<file path="config.mk">
export PLATFORM = sky130hd
export DESIGN_NAME = avcc_to_annexb_converter_core
export DESIGN_NICKNAME = d
export VERILOG_FILES = /design/src/hw/rtl/avcc_pkg.sv /design/src/hw/rtl/avcc_parse.sv /design/src/hw/rtl/avcc_emit.sv /design/src/hw/rtl/avcc_to_annexb_converter_core.sv
export SDC_FILE = /design/constraint.sdc
export NUM_CORES = 1
export LEC_CHECK = 0
export BUFFER_PORTS_ARGS = -buffer_cell sky130_fd_sc_hd__buf_2
export CAP_MARGIN = 20
export CORE_AREA = 2 2 128 130
export DETAILED_ROUTE_END_ITERATION = 8
export DIE_AREA = 0 0 130 132
export REMOVE_ABC_BUFFERS = 1
export SLEW_MARGIN = 10
export SYNTH_ARGS = -nofsm -noshare
export SYNTH_HDL_FRONTEND = slang
export SYNTH_SLANG_ARGS = --single-unit
</file>
<file path="constraint.sdc">
create_clock -name clk -period 3.95 [get_ports clk]
set_clock_uncertainty 0.15 [all_clocks]
set_input_delay 0.395 -clock clk [delete_from_list [all_inputs] [get_ports clk]]
set_output_delay 0.395 -clock clk [all_outputs]
set_load 0.005 [all_outputs]
</file>
<file path="src/hw/rtl/avcc_pkg.sv">
`timescale 1ns / 1ps

package avcc_pkg;

  typedef enum logic [2:0] {
    PH_HEADER,
    PH_COUNT,
    PH_LEN_HI,
    PH_LEN_LO,
    PH_PAYLOAD,
    PH_TRAILER
  } phase_t;

  typedef enum logic [1:0] {
    ST_OK    = 2'd0,
    ST_TRUNC = 2'd1,
    ST_EMPTY = 2'd2
  } status_t;

  localparam logic [2:0]  HEADER_SKIP = 3'd5;
  localparam logic [4:0]  REC_CAP     = 5'd16;
  localparam int          COUNT_W     = 25;
  localparam logic [COUNT_W-1:0] COUNT_MAX = {COUNT_W{1'b1}};
  localparam logic [2:0]  START_LEN   = 3'd4;
  localparam int          TDATA_W     = 40;

  // One accepted request's worth of results.
  typedef struct packed {
    logic [2:0]         n_bytes;
    logic               start_code;
    logic [7:0]         payload;
    logic               has_status;
    status_t            status;
    logic [2:0]         length_size;
    logic [COUNT_W-1:0] count_base;
  } burst_t;

  function automatic logic [COUNT_W-1:0] sat_inc(input logic [COUNT_W-1:0] v);
    sat_inc = (v == COUNT_MAX) ? v : v + COUNT_W'(1);
  endfunction

endpackage

</file>
<file path="src/hw/rtl/avcc_parse.sv">
`timescale 1ns / 1ps

module avcc_parse #(
  parameter int MIN_RECORD_BYTES = 7
) (
  input  logic            clk,
  input  logic            rst_n,
  input  logic            in_accept,
  input  logic [7:0]      in_byte,
  input  logic            in_last,
  output avcc_pkg::burst_t burst
);
  import avcc_pkg::*;

  phase_t               phase_r, phase_nxt, phase_step;
  logic [2:0]           hdr_idx_r, hdr_idx_nxt, hdr_idx_step;
  logic [7:0]           sets_left_r, sets_left_nxt, sets_left_step;
  logic                 second_r, second_nxt, second_step;
  logic [7:0]           len_hi_r, len_hi_nxt, len_hi_step;
  logic [15:0]          pay_left_r, pay_left_nxt, pay_left_step;
  logic [2:0]           lsize_r, lsize_nxt, lsize_step;
  logic [COUNT_W-1:0]   count_r, count_nxt, count_step;
  logic [4:0]           rec_r, rec_nxt, rec_step;
  logic [2:0]           n_bytes;
  logic [COUNT_W:0]     count_sum;
  logic                 entry_done;

  // next state
  always_comb begin
    phase_step     = phase_r;
    hdr_idx_step   = hdr_idx_r;
    sets_left_step = sets_left_r;
    second_step    = second_r;
    len_hi_step    = len_hi_r;
    pay_left_step  = pay_left_r;
    lsize_step     = lsize_r;
    entry_done     = 1'b0;
    rec_step       = (rec_r < REC_CAP) ? rec_r + 5'd1 : rec_r;
    count_sum      = {1'b0, count_r} + (COUNT_W+1)'(n_bytes);
    count_step     = (count_sum > {1'b0, COUNT_MAX}) ? COUNT_MAX : count_sum[COUNT_W-1:0];

    unique case (phase_r)
      PH_HEADER: begin
        if (hdr_idx_r == HEADER_SKIP - 3'd1) begin
          lsize_step = {1'b0, in_byte[1:0]} + 3'd1;
        end
        hdr_idx_step = hdr_idx_r + 3'd1;
        if (hdr_idx_step >= HEADER_SKIP) begin
          phase_step = PH_COUNT;
        end
      end
      PH_COUNT: begin
        sets_left_step = second_r ? in_byte : {3'b000, in_byte[4:0]};
        if (sets_left_step != 8'd0) begin
          phase_step = PH_LEN_HI;
        end else if (!second_r) begin
          second_step = 1'b1;
        end else begin
          phase_step = PH_TRAILER;
        end
      end
      PH_LEN_HI: begin
        len_hi_step = in_byte;
        phase_step  = PH_LEN_LO;
      end
      PH_LEN_LO: begin
        pay_left_step = {len_hi_r, in_byte};
        if (pay_left_step != 16'd0) begin
          phase_step = PH_PAYLOAD;
        end else begin
          entry_done = 1'b1;
        end
      end
      PH_PAYLOAD: begin
        pay_left_step = pay_left_r - 16'd1;
        entry_done    = (pay_left_step == 16'd0);
      end
      PH_TRAILER: begin
      end
      default: begin
      end
    endcase

    if (entry_done) begin
      sets_left_step = sets_left_r - 8'd1;
      if (sets_left_step != 8'd0) begin
        phase_step = PH_LEN_HI;
      end else if (!second_r) begin
        second_step = 1'b1;
        phase_step  = PH_COUNT;
      end else begin
        phase_step = PH_TRAILER;
      end
    end

    if (in_last) begin
      phase_nxt     = PH_HEADER;
      hdr_idx_nxt   = 3'd0;
      sets_left_nxt = 8'd0;
      second_nxt    = 1'b0;
      len_hi_nxt    = 8'd0;
      pay_left_nxt  = 16'd0;
      lsize_nxt     = 3'd1;
      count_nxt     = '0;
      rec_nxt       = 5'd0;
    end else begin
      phase_nxt     = phase_step;
      hdr_idx_nxt   = hdr_idx_step;
      sets_left_nxt = sets_left_step;
      second_nxt    = second_step;
      len_hi_nxt    = len_hi_step;
      pay_left_nxt  = pay_left_step;
      lsize_nxt     = lsize_step;
      count_nxt     = count_step;
      rec_nxt       = rec_step;
    end
  end

  // outputs
  always_comb begin
    unique case (phase_r)
      PH_LEN_LO:  n_bytes = START_LEN;
      PH_PAYLOAD: n_bytes = 3'd1;
      default:    n_bytes = 3'd0;
    endcase
    burst.n_bytes     = n_bytes;
    burst.start_code  = (phase_r == PH_LEN_LO);
    burst.payload     = in_byte;
    burst.has_status  = in_last;
    burst.length_size = lsize_step;
    burst.count_base  = count_r;
    if (rec_step < 5'(MIN_RECORD_BYTES) || phase_step != PH_TRAILER) begin
      burst.status = ST_TRUNC;
    end else if (count_step == '0) begin
      burst.status = ST_EMPTY;
    end else begin
      burst.status = ST_OK;
    end
  end

  always_ff @(posedge clk) begin
    if (!rst_n) begin
      phase_r     <= PH_HEADER;
      hdr_idx_r   <= 3'd0;
      sets_left_r <= 8'd0;
      second_r    <= 1'b0;
      len_hi_r    <= 8'd0;
      pay_left_r  <= 16'd0;
      lsize_r     <= 3'd1;
      count_r     <= '0;
      rec_r       <= 5'd0;
    end else if (in_accept) begin
      phase_r     <= phase_nxt;
      hdr_idx_r   <= hdr_idx_nxt;
      sets_left_r <= sets_left_nxt;
      second_r    <= second_nxt;
      len_hi_r    <= len_hi_nxt;
      pay_left_r  <= pay_left_nxt;
      lsize_r     <= lsize_nxt;
      count_r     <= count_nxt;
      rec_r       <= rec_nxt;
    end
  end

endmodule

</file>
<file path="src/hw/rtl/avcc_emit.sv">
`timescale 1ns / 1ps

module avcc_emit (
  input  logic                          clk,
  input  logic                          rst_n,
  input  logic                          load,
  input  avcc_pkg::burst_t              burst,
  input  logic                          out_tready,
  output logic                          out_tvalid,
  output logic                          out_tlast,
  output logic                          out_tuser,
  output logic [avcc_pkg::TDATA_W-1:0]  out_tdata
);
  import avcc_pkg::*;

  logic               valid_r, valid_nxt;
  logic [2:0]         idx_r, idx_nxt;
  logic [2:0]         nb_r;
  logic               start_r;
  logic [7:0]         byte_r;
  logic               stat_r;
  status_t            status_r;
  logic [2:0]         lsize_r;
  logic [COUNT_W-1:0] cnt_r, cnt_nxt;

  logic               is_byte;
  logic [2:0]         total_items;
  logic               last_item;
  logic [7:0]         o_byte;
  logic [1:0]         o_status;
  logic [COUNT_W-1:0] o_count;
  logic               beat;

  always_comb begin
    is_byte     = (idx_r < nb_r);
    total_items = nb_r + {2'b00, stat_r};
    last_item   = (idx_r == total_items - 3'd1);
    if (!is_byte) begin
      o_byte = 8'h00;
    end else if (start_r) begin
      o_byte = (idx_r == START_LEN - 3'd1) ? 8'h01 : 8'h00;
    end else begin
      o_byte = byte_r;
    end
    o_status = is_byte ? 2'd0 : status_r;
    o_count  = is_byte ? sat_inc(cnt_r) : cnt_r;
  end

  assign out_tvalid = valid_r;
  assign out_tlast  = last_item;
  assign out_tuser  = !is_byte;
  assign out_tdata  = {2'b00, o_count, lsize_r, o_status, o_byte};
  assign beat       = valid_r && out_tready;

  always_comb begin
    valid_nxt = valid_r;
    idx_nxt   = idx_r;
    cnt_nxt   = cnt_r;
    if (load) begin
      valid_nxt = (burst.n_bytes != 3'd0) || burst.has_status;
      idx_nxt   = 3'd0;
      cnt_nxt   = burst.count_base;
    end else if (beat) begin
      if (last_item) begin
        valid_nxt = 1'b0;
      end else begin
        idx_nxt = idx_r + 3'd1;
      end
      cnt_nxt = o_count;
    end
  end

  always_ff @(posedge clk) begin
    if (!rst_n) begin
      valid_r <= 1'b0;
      idx_r   <= 3'd0;
      nb_r    <= 3'd0;
      stat_r  <= 1'b0;
    end else begin
      valid_r <= valid_nxt;
      idx_r   <= idx_nxt;
      if (load) begin
        nb_r   <= burst.n_bytes;
        stat_r <= burst.has_status;
      end
    end
  end

  always_ff @(posedge clk) begin
    cnt_r <= cnt_nxt;
    if (load) begin
      start_r  <= burst.start_code;
      byte_r   <= burst.payload;
      status_r <= burst.status;
      lsize_r  <= burst.length_size;
    end
  end

endmodule

</file>
<file path="src/hw/rtl/avcc_to_annexb_converter_core.sv">
`timescale 1ns / 1ps

// Converts an avcC configuration record, streamed one byte per request with
// tlast on its final byte, into Annex B parameter sets: each SPS/PPS comes out
// as 00 00 00 01 followed by its payload. The byte on tlast also yields a
// status item (tuser high): ok, truncated/too short, or no parameter sets,
// with the saturating byte count. Output bytes precede the status, so drop the
// record's output unless status is ok. Throughput is one input byte per cycle
// while the input is not stalled: it stalls on the low length byte of an entry
// while the start code drains from the output sequencer, on the last byte while
// its status item drains, and under downstream backpressure.
module avcc_to_annexb_converter_core #(
  parameter int MIN_RECORD_BYTES = 7
) (
  input  logic        clk,
  input  logic        rst_n,
  input  logic        in_tvalid,
  output logic        in_tready,
  input  logic [7:0]  in_tdata,   // [7:0] data_byte
  input  logic        in_tlast,   // is_last
  output logic        out_tvalid,
  input  logic        out_tready,
  output logic [39:0] out_tdata,  // [7:0] out_byte, [9:8] status, [12:10] length_size,
                                  // [37:13] total_bytes, [39:38] zero
  output logic        out_tuser,  // item_kind
  output logic        out_tlast   // end_of_run
);
  import avcc_pkg::*;

  burst_t burst;
  logic   in_accept;

  assign in_tready = !out_tvalid || (out_tready && out_tlast);
  assign in_accept = in_tvalid && in_tready;

  avcc_parse #(
    .MIN_RECORD_BYTES(MIN_RECORD_BYTES)
  ) u_parse (
    .clk       (clk),
    .rst_n     (rst_n),
    .in_accept (in_accept),
    .in_byte   (in_tdata),
    .in_last   (in_tlast),
    .burst     (burst)
  );

  avcc_emit u_emit (
    .clk        (clk),
    .rst_n      (rst_n),
    .load       (in_accept),
    .burst      (burst),
    .out_tready (out_tready),
    .out_tvalid (out_tvalid),
    .out_tlast  (out_tlast),
    .out_tuser  (out_tuser),
    .out_tdata  (out_tdata)
  );

endmodule

</file>
==> Yosys cells after proc, flatten, opt, wreduce, memory -nomap -nowiden <==
Index checks and enable logic that the tools add are counted.
{ "totals": {"inputBits": 13, "output_inout_bits": 44, "word_cells": 119, "ff_bits": 119} }
{ "classes": {"n_mux": 47, "n_eq_ne": 9, "n_addsub": 10, "reduce_logical": 28, "n_bitwise": 2, "n_lt_le_gt_ge": 5} }
{ "op_table": {"columns": ["op", "n"], "rows": [
  ["two-way mux 25 bit", 6],
  ["two-way mux 8 bit", 8],
  ["two-way mux 3 bit", 13],
  ["case mux 16 bit (2 select lines)", 1],
  ["adder 25 x 3 -> 26 bit", 1],
  ["> comparator 26 x 25 -> 1 bit (second input constant)", 1],
  ["adder 25 x 1 -> 25 bit (second input constant)", 1],
  ["== test 25 bit (second input constant)", 1],
  ["logical NOT 25 bit", 1],
  ["logical NOT 16 bit", 1],
  ["two-way mux 16 bit", 1],
  ["nonzero test 16 bit", 1],
  ["nonzero test 8 bit", 2],
  ["subtractor 16 x 1 -> 16 bit (second input constant)", 1],
  ["case mux 3 bit (4 select lines)", 1],
  ["AND reduction 2 bit", 6],
  ["two-way mux 1 bit", 11],
  ["two-way mux 5 bit", 2],
  ["== test 3 x 2 -> 1 bit (second input constant)", 3],
  ["nonzero test 3 bit", 3],
  ["nonzero test 2 bit", 4],
  ["subtractor 8 x 1 -> 8 bit (second input constant)", 1],
  ["adder 3 x 1 -> 3 bit (second input constant)", 2],
  ["== test 3 bit (second input constant)", 2],
  ["other kinds (20)", 27]
]} }

==> Depth between registers and ports, before layout <==
Gate-level depths: netlist of run 1.
{ "logic_depth": {"ltp_word": 8, "mapped_depth": 14, "mapped_depth_nobuf": 12} }

==> By module <==
From an unflattened synthesis of run 1, not the netlist that was laid out.
{ "hier_totals": {"cells_unflattened": 908, "hier_area_um2": 7621.1} }
{ "modules_own_cells": {"columns": ["module", "cells_each", "n_inst", "seq_area_each_um2", "area_each_um2"], "rows": [
  ["avcc_parse", 639, 1, 1441.4, 4740.8],
  ["avcc_emit", 266, 1, 1331.3, 2861.5],
  ["avcc_to_annexb_converter_core", 3, 1, 0.0, 18.8]
]} }

==> Worst setup path after synthesis of run 1 <==
OpenSTA, ideal clock, no wires.
{ "synth_path": {"path_type": "reg-to-reg", "from": "register u_parse.phase_r[1]", "to": "register u_emit.status_r[1], data pin", "n_path_buf": 2, "setup_ns": 0.170, "setup_slack_ns": 0.467, "synth_period_minus_slack_ns": 3.483, "stages_incl_launch_ff": 15, "t_required_ns": 3.630, "t_arrival_ns": 3.163, "path_cell_list": "dfxtp_1 -> clkbuf_1 -> nor2_1 -> nand2_1 -> clkinv_1 -> ha_1 -> ha_1 -> a21oi_1 -> nand2b_1 -> clkbuf_1 -> nor4_1 -> xnor2_1 -> o2111ai_1 -> or4_1 -> nor4_2"} }
{ "synth_via": {"elab_chain_len": 7, "elab_cells_between_ends": 20, "classes_between": "add/sub (1); order compare (1); eq/ne (5); mux (10); reduce/logical (3)"} }
{ "synth_rtl": {"columns": ["element", "line_no", "rtl"], "rows": [
  ["start: declaration", "avcc_parse.sv:15", "phase_t phase_r, phase_nxt, phase_step;"],
  ["start signal: assignment", "avcc_parse.sv:153", "phase_r <= phase_nxt;"],
  ["== test 3 bit or == test 3 x 2 -> 1 bit (tied branches)", "avcc_parse.sv:42, avcc_parse.sv:121", null],
  ["case mux 3 bit (2 select lines)", "avcc_parse.sv:121", "unique case (phase_r)"],
  ["adder 25 x 3 -> 26 bit", "avcc_parse.sv:39", "count_sum = {1'b0, count_r} + (COUNT_W+1)'(n_bytes);"],
  ["> comparator 26 x 25 -> 1 bit", "avcc_parse.sv:40", "count_step = (count_sum > {1'b0, COUNT_MAX}) ? COUNT_MAX : count_sum[COUNT_W-1:0];"],
  ["two-way mux 25 bit", "avcc_parse.sv:40", null],
  ["logical NOT 25 bit", "avcc_parse.sv:134", "end else if (count_step == '0) begin"],
  ["two-way mux 2 bit", "avcc_parse.sv:134", null],
  ["end signal: assignment", "avcc_emit.sv:94", "status_r <= burst.status;"],
  ["end: declaration", "avcc_emit.sv:22", "status_t status_r;"]
]} }
Several ways; a longest one is shown, not always the timed one.
A chain may end at the register's enable or synchronous reset.

==> Final worst setup path of run 1 <==
{ "layout_path": {"from": "register u_emit.idx_r[0]", "to": "output out_tdata[20]"} }
{ "layout_via": {"elab_chain_len": 2} }
{ "layout_rtl": {"columns": ["element", "line_no", "rtl"], "rows": [
  ["start: declaration", "avcc_emit.sv:17", "logic [2:0] idx_r, idx_nxt;"],
  ["start signal: assignment", "avcc_emit.sv:81", "idx_r <= idx_nxt;"],
  ["less-than comparator 3 bit", "avcc_emit.sv:35", "is_byte = (idx_r < nb_r);"],
  ["two-way mux 25 bit", "avcc_emit.sv:46", "o_count = is_byte ? sat_inc(cnt_r) : cnt_r;"],
  ["end: declaration", "avcc_to_annexb_converter_core.sv:23", "output logic [39:0] out_tdata,"]
]} }
Every way passes these cells.

==> results of run 1 <==
-- power by group --
group	switching [uW]	total (uW)	internal, uW	leakage [uW]
sequential	40.5	1350	1310	0.00102
combinational	199	326	127	0.00185
clock	546	1510	966	0.000289
-- layer usage --
layer / share of wire (%) / vias to the layer above
met1: 42 / 3196
met3: 5.5 / 49
met2: 50 / 262
met4: 2.6 / 0
met5: 0 / -
li1: - / 3236
-- metrics by stage --
step	cell area (um2)	util [%]
2_1_floorplan	7040	-
3_3_place_gp	7700	49.0
3_5_place_dp	7710	49.1
4_1_cts	8290	52.8
5_1_grt	8320	52.9
6_report	8320	52.9
-- placed cells by master (no fill, tap or decap), drive strengths merged, types with 28 or more instances in the layout --
cell type / instances
a21oi: 61
inv: 31
nand2: 89
nor3: 28
o21ai: 71
buf: 68
xnor2: 37
nor2: 91
dfxtp: 79
edfxtp: 39
-- registers in the layout (all words and copies together) (netlist names), 3 cells and up --
signal	count
u_parse.len_hi_r	8
u_parse.sets_left_r	8
u_parse.rec_r	5
u_parse.count_r	25
u_emit.lsize_r	3
u_parse.pay_left_r	16
u_emit.idx_r	3
u_emit.cnt_r	25
u_parse.hdr_idx_r	3
u_parse.phase_r	3
u_parse.lsize_r	3
u_emit.byte_r	8
-- worst paths after layout --
check	start	to	slack, ns	cells after the start
setup / recovery	u_emit.idx_r[0]$_SDFFE_PP0P_	out_tdata[20]	0.41	8
hold / removal	rst_n	u_parse.lsize_r[0]$_SDFFE_PN1P_	0.12	2
setup reg to reg	u_parse.phase_r[2]$_SDFFE_PN0P_	u_emit.status_r[1]$_SDFFCE_PP0P_	0.60	10
hold reg to reg	u_emit.nb_r[0]$_SDFFE_PN0P_	u_emit.nb_r[0]$_SDFFE_PN0P_	0.32	2
-- area by class of cell --
type / count / share of cell area [%]
Sequential cell: 118 / 33.1
Tap cell: 216 / 3.25
Clock buffer: 25 / 6.21
Multi-Input combinational cell: 671 / 50.5
Timing Repair Buffer: 69 / 4.81
Clock inverter: 7 / 0.782
Inverter: 31 / 1.40
-- logic make-up after synthesis --
family                   Yosys count
adder cells (fa/ha/maj)           18
other                              1
buffers and inverters             79
flip-flops                       118
AO/OA/AOI/OAI                    214
multiplexers                      30
AND/OR/NAND/NOR                  361
XOR/XNOR                          46
==> reports/qor.csv, run 1 <==
metric,value,unit
grt_most_used_layer,met2,
placedCellCount,1104,
dpl_worst_slack,0.640,ns
setup_ws,0.406,ns
grtUsageMet2,41.2,%
cpPeakStageDelay,0.40,ns
critPathBufInv,2,
yosys.area_share.simple,25.3,%
clk_latency,0.42,ns
maxCapViolations,0,
seqCellArea,2750,um2
hold_class,in2reg,
die_x,130,um
core_area,15700,um2
cts_setup_buffers,0,
fillers,1528,
rsz0062_at_grt,false,
slowest_stage,or3b_1,
port_buffers,54,
met1_usage,29.8,%
boundaryPins,57,
drive_gt1_share,15.9,%
track_usage,24.1,%
drc_errors,0,
synth_top_family_by_area,simple AND/OR/NAND/NOR gates,
async_flop_share,0,%
grt_pass1_vias,6375,
final_cell_count_no_fill,1137,
vias_per_cell,5.93,
vias,6743,
holdWs,0.118,ns
ant_nets,0,
cts_buffer_depth,2,
ys.flop_type,dfxtp_1,
path_cells,or3b_1 -> a21oi_1 -> inv_1 -> a31oi_1 -> and2b_1 -> and3_1 -> xor2_1 -> buf_2,
yosysTopAreaCell,dfxtp_1,
maxSlewViolCount,0,
initial_core_util,46.1,%
syn_to_final_growth,14.7,%
gr-total-overflow,0,
worst_pin_slew,0.850,ns
rows,46,
crit_family,simple AND/OR/NAND/NOR gates,
synth_area,7250,um2
wl,20200,um
cts_resized,0,
synth_area_leaders,"dfxtp_1, edfxtp_1, o21ai_0",
p_total,3190,uW
routedWlPerCell,17.8,um
diodes,0,
firstDrtPassIters,6,
peakVddDrop,0.000273,V
synth-compound-area-share,18.9,%
cp.arrival,3.00,ns
fin_crit,3.54,ns
grt_start_max_net_pins,34,
cts_buffers,17,
gp_routability_congestion,0.953,
multi_input_area,4200,um2
crit_path_end_kind,output port,
setup_viol,0,
first_iter_violations,698,
required,3.40,ns
syn_inst,867,
die_h,132,um
yosysSeqAreaShare,38.0,%
grt_use_met3,4.34,%
die_area,17200,um2
synth.most_common_cell,nor2_1,
grt_pass1_wl,32600,um
synth_edf_count,39,
ctsHoldBuffers,0,
cts_sinks,118,
dp_hpwl,14500,um
cp-start-kind,flop,
synth_area_per_cell,8.36,um2
power_leakage,0.00316,uW
synthMuxAreaShare,4.56,%
fin_nets,939,
ys_warn_count,0,
clock.fmax,282,MHz
slew_headroom,42.8,%
antenna_found_initial,0,
ctsRootBufferMaster,clkbuf_16,
path_class,reg2out,
synth_fa_ha_area_share,3.11,%
path_max_fanout,6,
finalSetupTns,0,ns
cts.clk_slew.worst_paths,0.06,ns
outcome,completed,
ys_ff_latch,118,
synth.distinct_cells,73,
power_density,383,nW/um2
finalCritPeriodShare,89.7,%
finalHoldViolCount,0,
synth_top_area_share,21.8,%
synthTopCellsByCount,"nor2_1, nand2_1, dfxtp_1",
cts_htree_levels,4,
cts_tree,yes,
synthXorXnorAreaFrac,5.56,%
Note: power is estimated with default switching activity, not from simulation.
==> run 2: changes to the inputs <==
--- a/config.mk
+++ b/config.mk
@@ -5,11 +5,12 @@
 export SDC_FILE = /design/constraint.sdc
 export NUM_CORES = 1
 export LEC_CHECK = 0
-export BUFFER_PORTS_ARGS = -buffer_cell sky130_fd_sc_hd__buf_2
+export BUFFER_PORTS_ARGS = -buffer_cell sky130_fd_sc_hd__clkbuf_2
 export CAP_MARGIN = 20
-export CORE_AREA = 2 2 128 130
+export CORE_AREA = 2 2 113 115
 export DETAILED_ROUTE_END_ITERATION = 8
-export DIE_AREA = 0 0 130 132
+export DIE_AREA = 0 0 115 117
+export PLACE_DENSITY = 0.79
 export REMOVE_ABC_BUFFERS = 1
 export SLEW_MARGIN = 10
 export SYNTH_ARGS = -nofsm -noshare
==> run 2 against run 1 <==
Count of clock-buffer cells in the layout rose by 2. Utilization rose by 14 points. Routed wire length fell by 8.9%. First-iteration DRC count fell by 5.9%. Highest routed layer unchanged. Sequential cell count did not move. Via count fell by 1.3%. Register-to-register slack got worse by 0.07 ns. Setup slack got worse by 0.0014 ns.
==> reports/qor.csv, run 2 (synthesis gave the netlist of run 1 again) <==
metric,value,unit
clock.fmax,282,MHz
antenna_found_initial,0,
placed_cell_area,7630,um2
cts.clk_slew.worst_paths,0.05,ns
rows,41,
drc_errors,0,
crit_path_end_kind,output port,
cp-start-kind,flop,
final_cell_mix,"nand2_1, nor2_1, dfxtp_1",
worst_pin_slew,0.757,ns
slowest_stage,a21oi_1,
drive_gt1_share,15.4,%
boundaryPins,57,
maxCapViolations,0,
ant_nets,0,
cts_htree_levels,4,
clk_latency,0.42,ns
track_usage,28.2,%
initial_core_util,58.9,%
cts_setup_buffers,0,
cts_buffer_depth,2,
finalHoldViolCount,0,
vias_per_cell,6.21,
first_iter_violations,657,
path_max_fanout,6,
grt_pass1_vias,6292,
firstDrtPassIters,6,
hold_class,in2reg,
slew_headroom,49.1,%
fin_nets,939,
die_x,115,um
final_cell_count_no_fill,1071,
diodes,0,
grt_start_max_net_pins,33,
gr-total-overflow,0,
power_leakage,0.00314,uW
reg.largest.list,"u_emit.cnt_r (25), u_parse.count_r (25), u_parse.pay_left_r (16)",
ctsHoldBuffers,0,
finalCritPeriodShare,89.8,%
wl,18400,um
syn_to_final_growth,12.9,%
dp_hpwl,12900,um
maxSlewViolCount,0,
cts_buffers,17,
peakVddDrop,0.000234,V
fin_crit,3.55,ns
ctsRootBufferMaster,clkbuf_16,
die_area,13500,um2
core_area,12300,um2
placedCellCount,1038,
vias,6655,
setup_ws,0.405,ns
cts_sinks,118,
power_density,379,nW/um2
port_buffers,54,
final_cell_area,8190,um2
cpPeakStageDelay,0.42,ns
die_h,117,um
cp.arrival,3.00,ns
rsz0062_at_grt,false,
outcome,completed,
grt_pass1_wl,29900,um
required,3.40,ns
dpl_worst_slack,0.599,ns
path_class,reg2out,
setup_viol,0,
path_cells,or3b_1 -> a21oi_1 -> inv_1 -> a31oi_1 -> and2b_1 -> and3_1 -> xor2_1 -> clkbuf_2,
cts_tree,yes,
routedWlPerCell,17.2,um
gp_routability_congestion,0.950,
cts_resized,0,
[run 2: cell type report]
class                           count  area [um2]
Multi-Input combinational cell    671        4200
Fill cell                        1033        4120
Sequential cell                   118        2750
Clock buffer                       27         493
Timing Repair Buffer               69         390
Tap cell                          150         188
Inverter                           31         116
Clock inverter                      5        50.0
[run 2: path summary, 6_finish.rpt]
path	slack, ns	startpoint	endpoint	depth (start not counted)
setup reg to reg	0.53	u_parse.phase_r[2]$_SDFFE_PN0P_	u_emit.status_r[1]$_SDFFCE_PP0P_	11
hold / removal	0.14	in_tdata[2]	u_emit.byte_r[2]$_DFFE_PP_	1
hold reg to reg	0.31	u_emit.stat_r$_SDFFE_PN0P_	u_emit.stat_r$_SDFFE_PN0P_	2
setup / recovery	0.40	u_emit.idx_r[0]$_SDFFE_PP0P_	out_tdata[22]	8
[run 2: where the power goes]
group	internal [uW]	leakage [uW]	total, uW	switching (uW)
Combinational	125	0.00185	319	194
Clock	909	0.000269	1430	523
Sequential	1310	0.00102	1350	39.8
Total	2350	0.00314	3100	757
[run 2: routing by layer]
| metal | routed length, um | up-vias | global-route usage [%] | part of all wire [%] |
|---|---|---|---|---|
| met1 | 7660 | 3112 | 33.3 | 42 |
| met4 | 506 | 0 | 13.9 | 2.7 |
| met5 | 0 | - | 0 | 0 |
| li1 | - | 3235 | - | - |
| met3 | 1030 | 56 | 4.89 | 5.6 |
| met2 | 9240 | 252 | 49.8 | 50 |
[run 2: stage by stage]
stage / hold WS [ns] / power (uW) / TNS (ns) / util, %
final: 0.135 / 3100 / 0 / 66.5
after global routing: 0.120 / 3210 / 0 / 66.5
after CTS: 0.105 / 3120 / 0 / 66.4
after detailed placement: 0.298 / 1690 / 0 / 62.0
after global placement: 0.299 / 1680 / 0 / 62.0
after floorplan: 0.286 / 1560 / -42.79 / -
[run 2: worst max-delay path: cells and delay by family (launching register included)]
family | cells | cell delay (ns)
AOI/OAI and AO/OA | 2 | 0.77
and+or+nand+nor | 3 | 0.91
xor gates and xnor gates | 1 | 0.19
DFF | 1 | 0.35
buffers and inverters | 2 | 0.36
==> run 3: changes to the inputs <==
--- a/config.mk
+++ b/config.mk
@@ -7,10 +7,10 @@
 export LEC_CHECK = 0
 export BUFFER_PORTS_ARGS = -buffer_cell sky130_fd_sc_hd__clkbuf_2
 export CAP_MARGIN = 20
-export CORE_AREA = 2 2 113 115
+export CORE_AREA = 2 2 108 110
 export DETAILED_ROUTE_END_ITERATION = 8
-export DIE_AREA = 0 0 115 117
-export PLACE_DENSITY = 0.79
+export DIE_AREA = 0 0 110 112
+export PLACE_DENSITY = 0.86
 export REMOVE_ABC_BUFFERS = 1
 export SLEW_MARGIN = 10
 export SYNTH_ARGS = -nofsm -noshare
==> constraint.sdc (replaced) <==
create_clock -name clk -period 4.5 [get_ports clk]
set_clock_uncertainty 0.15 [all_clocks]
set_input_delay 0.45 -clock clk [delete_from_list [all_inputs] [get_ports clk]]
set_output_delay 0.45 -clock clk [all_outputs]
set_load 0.005 [all_outputs]
==> run 3 against run 2 <==
Utilization increased by 6.9 points. Non-clock buffer count decreased by 4. Worst hold slack improved by 0.056 ns. Critical path depth increased by 3. Critical endpoint is now u_emit.status_r[1]$_SDFFCE_PP0P_. Largest cell class unchanged. Highest routed layer unchanged.
==> reports/qor.csv, run 3 (synthesis gave the netlist of run 1 again) <==
metric,value,unit
cp.arrival,3.84,ns
clock.fmax,267,MHz
cpPeakStageDelay,0.56,ns
peakVddDrop,0.000274,V
placed_cell_area,7600,um2
ant_nets,0,
path_cells,nor2_1 -> nand2_1 -> buf_4 -> clkinv_1 -> ha_1 -> ha_1 -> or4_1 -> nor4_1 -> o2111ai_1 -> or4_1 -> nor4_2,
gr-total-overflow,0,
required,4.59,ns
comb_power_share,9.8,%
cts.clk_slew.worst_paths,0.05,ns
slowest_stage,or4_1,
antenna_found_initial,0,
fillers,817,
holdWs,0.191,ns
track_usage,31.1,%
maxSlewViolCount,0,
die_h,112,um
cts_buffer_depth,2,
ctsHoldBuffers,0,
initial_core_util,64.9,%
maxCapViolations,0,
grt_pass1_wl,30000,um
drive_gt1_share,15.6,%
slew_headroom,24.2,%
rows,39,
p_total,2840,uW
reg.largest.list,"u_emit.cnt_r (25), u_parse.count_r (25), u_parse.pay_left_r (16)",
syn_to_final_growth,13.1,%
multi_input_area,4200,um2
gp_routability_congestion,0.973,
drc_errors,0,
swShare,24.7,%
grt_pass1_vias,6322,
crit_path_end_kind,flop,
cts_buffers,17,
outcome,completed,
final_cell_mix,"nand2_1, nor2_1, dfxtp_1",
power_leakage,0.00313,uW
cp-start-kind,flop,
firstDrtPassIters,5,
first_iter_violations,656,
ctsRootBufferMaster,clkbuf_16,
diodes,0,
seqCellArea,2750,um2
cts_setup_buffers,0,
critPathBufInv,2,
seq_power_share,41.8,%
vias,6821,
cts_htree_levels,4,
die_x,110,um
path_max_fanout,28,
path_class,reg2reg,
routedWlPerCell,17.8,um
cts_resized,0,
die_area,12300,um2
dp_hpwl,12900,um
boundaryPins,57,
power_density,346,nW/um2
finalCritPeriodShare,83.2,%
fin_nets,935,
finalSetupTns,0,ns
hold_class,in2reg,
fin_crit,3.74,ns
wl,18900,um
grt_start_max_net_pins,34,
worst_pin_slew,1.13,ns
clkPwrFrac,48.4,%
p_sw,700,uW
cts_tree,yes,
core_area,11200,um2
cts_sinks,118,
port_buffers,54,
vias_per_cell,6.43,
crit_family,simple AND/OR/NAND/NOR gates,
final_cell_area,8200,um2
p_int,2140,uW
finalHoldViolCount,0,
setup_viol,0,
rsz0062_at_grt,false,
clk_latency,0.42,ns
[run 3: changes by cell type in the layout (fill, tap and decap cells not counted)]
cell	before	now
buf_4	14	11
clkinvlp_4	0	4
clkinv_4	0	2
bufinv_16	1	3
clkinv_1	2	3
buf_8	1	0
clkbuf_1	7	1
clkinv_2	4	3
clkbuf_8	3	1
[run 3: worst paths after layout]
check | startpoint | slack (ns) | endpoint | cells past startpoint
min | in_tdata[5] | 0.19 | u_emit.byte_r[5]$_DFFE_PP_ | 1
max | u_parse.phase_r[1]$_SDFFE_PN0P_ | 0.76 | u_emit.status_r[1]$_SDFFCE_PP0P_ | 11
min reg2reg | u_parse.count_r[0]$_SDFFE_PN0P_ | 0.33 | u_parse.count_r[0]$_SDFFE_PN0P_ | 2
max reg2reg | u_parse.phase_r[1]$_SDFFE_PN0P_ | 0.76 | u_emit.status_r[1]$_SDFFCE_PP0P_ | 11
[run 3: layout make-up]
class,count,share of cell area [%]
clock buffers,19,5.40
clock inverters,13,1.91
inverters,31,1.42
multi-input cells,671,51.2
flip-flops and latches,118,33.6
well taps,143,2.18
repair buffers,65,4.30
[run 3: power groups by stage]
stage / clock network [uW] / logic (uW) / registers, uW
6_report: 1370 / 278 / 1190
5_1_grt: 1430 / 308 / 1190
4_1_cts: 1380 / 277 / 1190
3_5_place_dp: 0 / 274 / 1210
3_3_place_gp: 0 / 268 / 1210
2_1_floorplan: 0 / 174 / 1200
[run 3: metal layers]
metal,part of all wire (%),GRT usage [%],wire (um)
met5,0,0,0
met4,2.9,11.3,546
met3,7.3,6.56,1370
met2,50,54.6,9460
met1,40,36.7,7520
[run 3: worst reg2reg max path, delay by kind of cell (launching register included)]
kind / cells / cell delay (ns)
simple gates: 6 / 1.82
flops: 1 / 0.49
buf+inv: 2 / 0.42
compound gates: 1 / 0.19
fa+ha+maj: 2 / 0.52
[run 3: stage by stage]
step	std cells	setup slack (ns)	util (%)
4_1_cts	1060	0.846	73.4
6_report	1060	0.758	73.4
2_1_floorplan	820	-0.478	-
3_3_place_gp	1028	0.947	68.0
3_5_place_dp	1028	0.865	68.0
5_1_grt	1060	0.518	73.4
